## src/design/lgsf_pkg.sv

```systemverilog
// ----------------------------------------------------------------------------
// lgsf_pkg
//
// Shared types and constants for the life grid with fading trails.
// ----------------------------------------------------------------------------
package lgsf_pkg;

  localparam int MAX_WIDTH_DEF  = 64;
  localparam int MAX_HEIGHT_DEF = 64;

  // Coordinates and grid sizes follow the 7-bit size registers.
  localparam int CRD_W = 7;

  localparam logic [7:0] LIVE = 8'hFF;

  typedef logic [CRD_W-1:0] crd_t;

  typedef enum logic [1:0] {
    FUNC_LOAD = 2'd0,
    FUNC_DRAW = 2'd1,
    FUNC_STEP = 2'd2,
    FUNC_READ = 2'd3
  } func_t;

  typedef enum logic [1:0] {
    REG_GRID_WIDTH  = 2'd0,
    REG_GRID_HEIGHT = 2'd1,
    REG_FADE_STEP   = 2'd2
  } cfg_reg_t;

  // Which row of the three-row column a neighborhood read belongs to.
  typedef enum logic [1:0] {
    ROW_ABOVE  = 2'd0,
    ROW_CENTER = 2'd1,
    ROW_BELOW  = 2'd2
  } row_sel_t;

  // Tag that travels with a neighborhood read issued to the cell memory.
  typedef struct packed {
    logic           valid;
    row_sel_t       row;
    logic [CRD_W:0] col;
    crd_t           y;
  } fetch_tag_t;

  // Next-generation liveness for one cell.
  typedef struct packed {
    logic valid;
    crd_t x;
    crd_t y;
    logic alive;
  } eval_t;

endpackage

```

## src/design/lgsf_window.sv

```systemverilog
// ----------------------------------------------------------------------------
// lgsf_window
//
// Sliding 3x3 liveness window. Columns arrive as three reads each; after a
// full column the window shifts and the cell in its middle is evaluated.
// ----------------------------------------------------------------------------
module lgsf_window (
  input  logic                   clk,
  input  logic                   rst_n,
  input  lgsf_pkg::fetch_tag_t   tag_i,
  input  logic                   live_i,
  output lgsf_pkg::eval_t        eval_o,
  output logic                   busy_o
);
  import lgsf_pkg::*;

  fetch_tag_t tag_r;
  eval_t      eval_r;
  logic       top_r;
  logic       mid_r;
  logic [2:0] center_r;
  logic [2:0] right_r;
  logic [2:0] col_new;
  logic [3:0] count;
  logic       alive_nxt;

  // Bit 0 is the row above, bit 1 the center row, bit 2 the row below.
  assign col_new = {live_i, mid_r, top_r};

  // Window after the shift: center_r | right_r | col_new. Its center is
  // right_r[1], which is left out of the count.
  always_comb begin
    count = 4'(center_r[0]) + 4'(center_r[1]) + 4'(center_r[2])
          + 4'(right_r[0]) + 4'(right_r[2])
          + 4'(col_new[0]) + 4'(col_new[1]) + 4'(col_new[2]);
    alive_nxt = (count == 4'd3) || (right_r[1] && (count == 4'd2));
  end

  always_ff @(posedge clk) begin
    if (!rst_n) begin
      tag_r.valid  <= 1'b0;
      eval_r.valid <= 1'b0;
    end else begin
      tag_r.valid  <= tag_i.valid;
      eval_r.valid <= tag_r.valid && (tag_r.row == ROW_BELOW)
                      && (tag_r.col >= (CRD_W+1)'(2));
    end
    tag_r.row <= tag_i.row;
    tag_r.col <= tag_i.col;
    tag_r.y   <= tag_i.y;
    if (tag_r.valid) begin
      case (tag_r.row)
        ROW_ABOVE: begin
          top_r <= live_i;
        end
        ROW_CENTER: begin
          mid_r <= live_i;
        end
        default: begin
          center_r     <= right_r;
          right_r      <= col_new;
          eval_r.x     <= crd_t'(tag_r.col - (CRD_W+1)'(2));
          eval_r.y     <= tag_r.y;
          eval_r.alive <= alive_nxt;
        end
      endcase
    end
  end

  assign eval_o = eval_r;
  assign busy_o = tag_r.valid || eval_r.valid;

endmodule

```

## config.mk

```make
export PLATFORM = sky130hd
export DESIGN_NAME = lgsf_window
export DESIGN_NICKNAME = d
export VERILOG_FILES = /design/src/design/lgsf_pkg.sv /design/src/design/lgsf_window.sv
export SDC_FILE = /design/constraint.sdc
export NUM_CORES = 1
export LEC_CHECK = 0
export BUFFER_PORTS_ARGS = -buffer_cell sky130_fd_sc_hd__buf_4
export CELL_PAD_IN_SITES_DETAIL_PLACEMENT = 1
export CELL_PAD_IN_SITES_GLOBAL_PLACEMENT = 2
export CORE_MARGIN = 5
export CORE_UTILIZATION = 34
export CTS_CLUSTER_SIZE = 20
export DETAILED_ROUTE_END_ITERATION = 6
export GPL_TIMING_DRIVEN = 0
export PLACE_DENSITY = 0.71
export SKIP_LAST_GASP = 1
export SLEW_MARGIN = 0
export SYNTH_ARGS = -nofsm -noshare
export SYNTH_HDL_FRONTEND = slang
export SYNTH_SLANG_ARGS = --single-unit
```

## constraint.sdc

```tcl
create_clock -name clk -period 4.2 [get_ports clk]
set_clock_uncertainty 0.2 [all_clocks]
set_input_delay 1.05 -clock clk [delete_from_list [all_inputs] [get_ports clk]]
set_output_delay 1.05 -clock clk [all_outputs]
set_load 0.02 [all_outputs]
```

======== Word-level counts from Yosys, hierarchy flattened ========
Index checks and enable logic that the tools add are counted.
W data, S select, Z words.
storage, ports and cells
  bits in registers ....................... 42
  input bits .............................. 21
  output and inout port bits .............. 17
operators by class
  add/sub/neg operators ................... 8
  magnitude comparators ................... 1
  eq/ne operators ......................... 4
  bitwise logic cells ..................... 1
  reduce and logical (&&, ||, !) cells .... 10
operators by type and width
  kind                   count
  $add A4 B1 Y4          4
  $eq A4 B2 Y1 const B   2
  $ge A8 B2 Y1 const B   1
  $sub A7 B2 Y7 const B  1
  $reduce_and A2 Y1      3
  $add A3 B1 Y4          1
  $add A2 B1 Y3          1
  $logic_and A1 B1 Y1    3
  $add A1 B1 Y2          1
  $eq A2 B1 Y1 const B   1
  $eq A2 B2 Y1 const B   1
  $logic_not A2 Y1       1
  $logic_or A1 B1 Y1     2
  $reduce_or A2 Y1       1
  $not A1 Y1             1

======== Depth between registers and ports, before layout ========
  depth after elaboration ................. 10
  gate-level depth with buffers ........... 9
  depth with buffers taken out ............ 9

======== Worst setup path before layout ========
OpenSTA, ideal clock, no wires.
  kind .................................... input-to-reg
  from .................................... input live_i
  to ...................................... register eval_r, in the netlist eval_o[0] (data pin)
  setup time .............................. 0.146 ns
  data arrival time ....................... 3.530 ns
  required time ........................... 3.854 ns
  setup slack ............................. 0.324 ns
  cell stages on the path ................. 9
  cell sequence ........................... inv_1 -> fa_1 -> fa_1 -> fa_1 -> inv_1 -> ha_1 -> fa_1 -> or2_2 -> a21oi_1
on the way
  cells in the longest elaborated chain, start to end .. 4
  elaborated cells on any way between the ends .. 5
RTL lines
  item                    RTL line           source
  start, declared         lgsf_window.sv:11  input logic live_i,
  $add A4 B1 Y4 (*)       lgsf_window.sv:35  + 4'(col_new[0]) + 4'(col_new[1]) + 4'(col_new[2]);
  $eq A4 B2 Y1            lgsf_window.sv:36  alive_nxt = (count == 4'd3) || (right_r[1] && (count == 4'd2));
  $logic_and A1 B1 Y1     lgsf_window.sv:36
  $logic_or A1 B1 Y1 (*)  lgsf_window.sv:36
  via alive_nxt           lgsf_window.sv:25  logic alive_nxt;
  end, declared           lgsf_window.sv:18  eval_t eval_r;
The timed path passes the listed nets; every way through them passes the cells marked *.
A chain may end at the register's enable or synchronous reset.

======== Worst setup path in the final report ========
Ends and elaborated chain as after synthesis.

==> flow_summary.ini <==
[run_status]
status = complete, no violations

[placed_design]
placed_area_um2 = 1740
place.gp.congestion = 0.683
post-place-ws_ps = 70.6
hpwl_mm = 1.78
io_buffers = 37

[cts]
clk_latency_ps = 290
hold_buffers = 0
post_cts_resized = 0
cts_buffers = 5
path_clk_slew_ps = 90
clock_path_buffers = 2
cts_sinks = 42
post_cts_buffers = 0
cts_root_buffer = clkbuf_8
htreeDepth = 2
tritoncts = built

[min_path]
holdPathEnd = eval_o[6]
whs_path_depth = 0
hp-class = flip-flop to flip-flop
hold_start = tag_r[5]

[synthesis]
avgSynthCellArea_um2 = 16.5
synthXorXnorAreaFrac = 0.0250
synth_seq_area_share = 0.764
synth.top_cell.area_share = 0.493
ys_ff_latch = 42
yosys.area_share.simple = 0.0661
synthAdderAreaFrac = 0.0929
ys.warnings.count = 0
syn_inst = 85
yosys-top-cells-area = edfxtp_1 49%, dfxtp_1 27%, fa_1 5.7%
synth_cell_types = 19
synth_compound_gate_area_share = 0.0143
synth_nets = 114
synth_mux_area_frac = 0
synth_top_family_by_area = adder cells
syn_area_um2 = 1400
synth_top_cell_by_area = edfxtp_1

[worst_setup_path]
path_buf_inv = 3
path_class = input port to flip-flop
path_max_fanout = 4
critPathTopFamily = adder cells
crit_top_cell = fa_1
worstReg2RegEnd = eval_o[0]
arrival_ps = 3790
slowest_delay_ps = 560
slowest_stage = fa_1
cp-start-kind = input port
cp.required_ps = 4150
regToRegSetupSlack_ps = 910
reg2reg_from = top_r
rr_worst_depth = 9
worst_setup_path_end_kind = flip-flop
path_cells = buf_4 -> inv_1 -> fa_1 -> fa_1 -> fa_1 -> inv_1 -> ha_1 -> fa_1 -> or2_2 -> a21oi_1

[drt]
ant_nets = 0
drt_iter0_markers = 33
post-route-drc-count = 0
wl_per_cell_um = 12.9
vias = 756
totalWireLength_mm = 2.33
post_drt_via_cell_ratio = 4.20
drtPass1Iterations = 4

[cells_and_area]
final_cell_area_um2 = 1840
num-nets-final = 158
post-route-util = 0.459
fillerInstances = 419
diodes = 0
area_growth_pct = 31.0
drive_above_1_share = 0.377

[pwr]
power.total_uw = 792
peakVddDrop_uv = 197
total_leakage_power_nw = 0.788
p_per_area_nw_per_um2 = 432

[sta]
fmax_mhz = 261
setup_slack_ps = 363
worst_slew_pin_slew_ps = 995
fin_crit_sh = 0.914
drv_slew = 0
slew_headroom = 0.337
hold_viol_final = 0
timing.final.crit_period_ps = 3840
finalSetupViolCount = 0
fin_tns_setup_ps = 0
rsz0062_at_grt = no

[floorplanning]
die_x_um = 74.2
io_pins = 38
rows = 23
coreArea_um2 = 4000
dieHeight_um = 74.2
start_util = 0.350
dieArea_um2 = 5510

[global_route]
antenna_found_initial = 0
grt_pass1_wl_mm = 4.07
grt_pass1_vias = 893
grt_max_degree = 23
grt-ovfl-total = 0
gr-usage-all-layers = 0.101

[run]
drv_cap = 0
-- area by class of cell --
cell class,instances,area (um^2),share of cell area
multi-input combinational,29,278,0.151
clock buffer,5,68.8,0.0375
timing repair buffer,37,278,0.151
tap,50,62.6,0.0341
inverter,14,52.6,0.0286
sequential,42,1070,0.584
clock inverter,3,25.0,0.0136
-- cells by family (layout without fill, tap and decap cells) --
| logic type | count (synthesis) | after routing |
|---|---|---|
| simple gates | 13 | 13 |
| compound gates | 4 | 4 |
| fa+ha+maj | 8 | 8 |
| xor+xnor | 4 | 4 |
| buf+inv | 14 | 59 |
| flops | 42 | 42 |
-- how the worst max path moves through the flow --
stage	start	end	depth (start not counted)
floorplan	live_i	eval_o[0]	9
global placement	live_i	eval_o[0]	10
detailed placement	live_i	eval_o[0]	10
CTS	live_i	eval_o[0]	10
global route	live_i	eval_o[0]	10
finish	live_i	eval_o[0]	10
-- per-layer routing --
layer | vias up | wire, um | share of wire | GRT usage
li1 | 368 | - | - | -
met5 | - | 0 | 0 | 0
met3 | 4 | 133 | 0.057 | 0.0351
met4 | 0 | 29 | 0.012 | 0.0362
met1 | 359 | 877 | 0.38 | 0.103
met2 | 25 | 1290 | 0.55 | 0.189
-- metrics by stage --
step                hold WS, ps  std cells
finish                      211        180
global route                232        180
CTS                         211        180
detailed placement          190        172
global placement            186        172
floorplan                   186         85
-- synthesized netlist by cell type --
cell / instances
a21oi_1: 3
and2_1: 2
and3b_1: 1
dfxtp_1: 19
edfxtp_1: 23
fa_1: 4
ha_1: 4
inv_1: 14
nand2_1: 1
nand3_1: 1
nand3b_1: 1
nor2_1: 2
nor3_4: 1
nor3b_1: 1
o21ai_0: 1
or2_2: 2
or3_4: 1
xnor2_1: 2
xor2_1: 2
-- registers in the layout (all words and copies together), names as in the netlist --
| name | count |
|---|---|
| tag_r | 18 |
| eval_o | 16 |
| center_r | 3 |
| right_r | 3 |
| mid_r | 1 |
| top_r | 1 |
-- power breakdown --
| part | switching, mW | total (mW) | internal [mW] |
|---|---|---|---|
| registers | 0.00729 | 0.460 | 0.453 |
| logic | 0.0333 | 0.0683 | 0.0351 |
| clock network | 0.144 | 0.264 | 0.120 |
| total | 0.185 | 0.792 | 0.608 |
-- placed cells by master, fill, tap and decap left out --
master,instances
buf_4,37
nand3_1,1
fa_1,4
and3b_1,1
or2_2,2
a21oi_1,3
nor3_4,1
xnor2_1,2
o21ai_0,1
ha_1,4
nor2_1,2
clkinvlp_4,1
nand3b_1,1
xor2_1,2
inv_1,14
clkbuf_8,5
dfxtp_1,19
clkinv_4,1
or3_4,1
inv_6,1
edfxtp_1,23
nand2_1,1
and2_1,2
nor3b_1,1
Power figures use the tool's default switching activity.
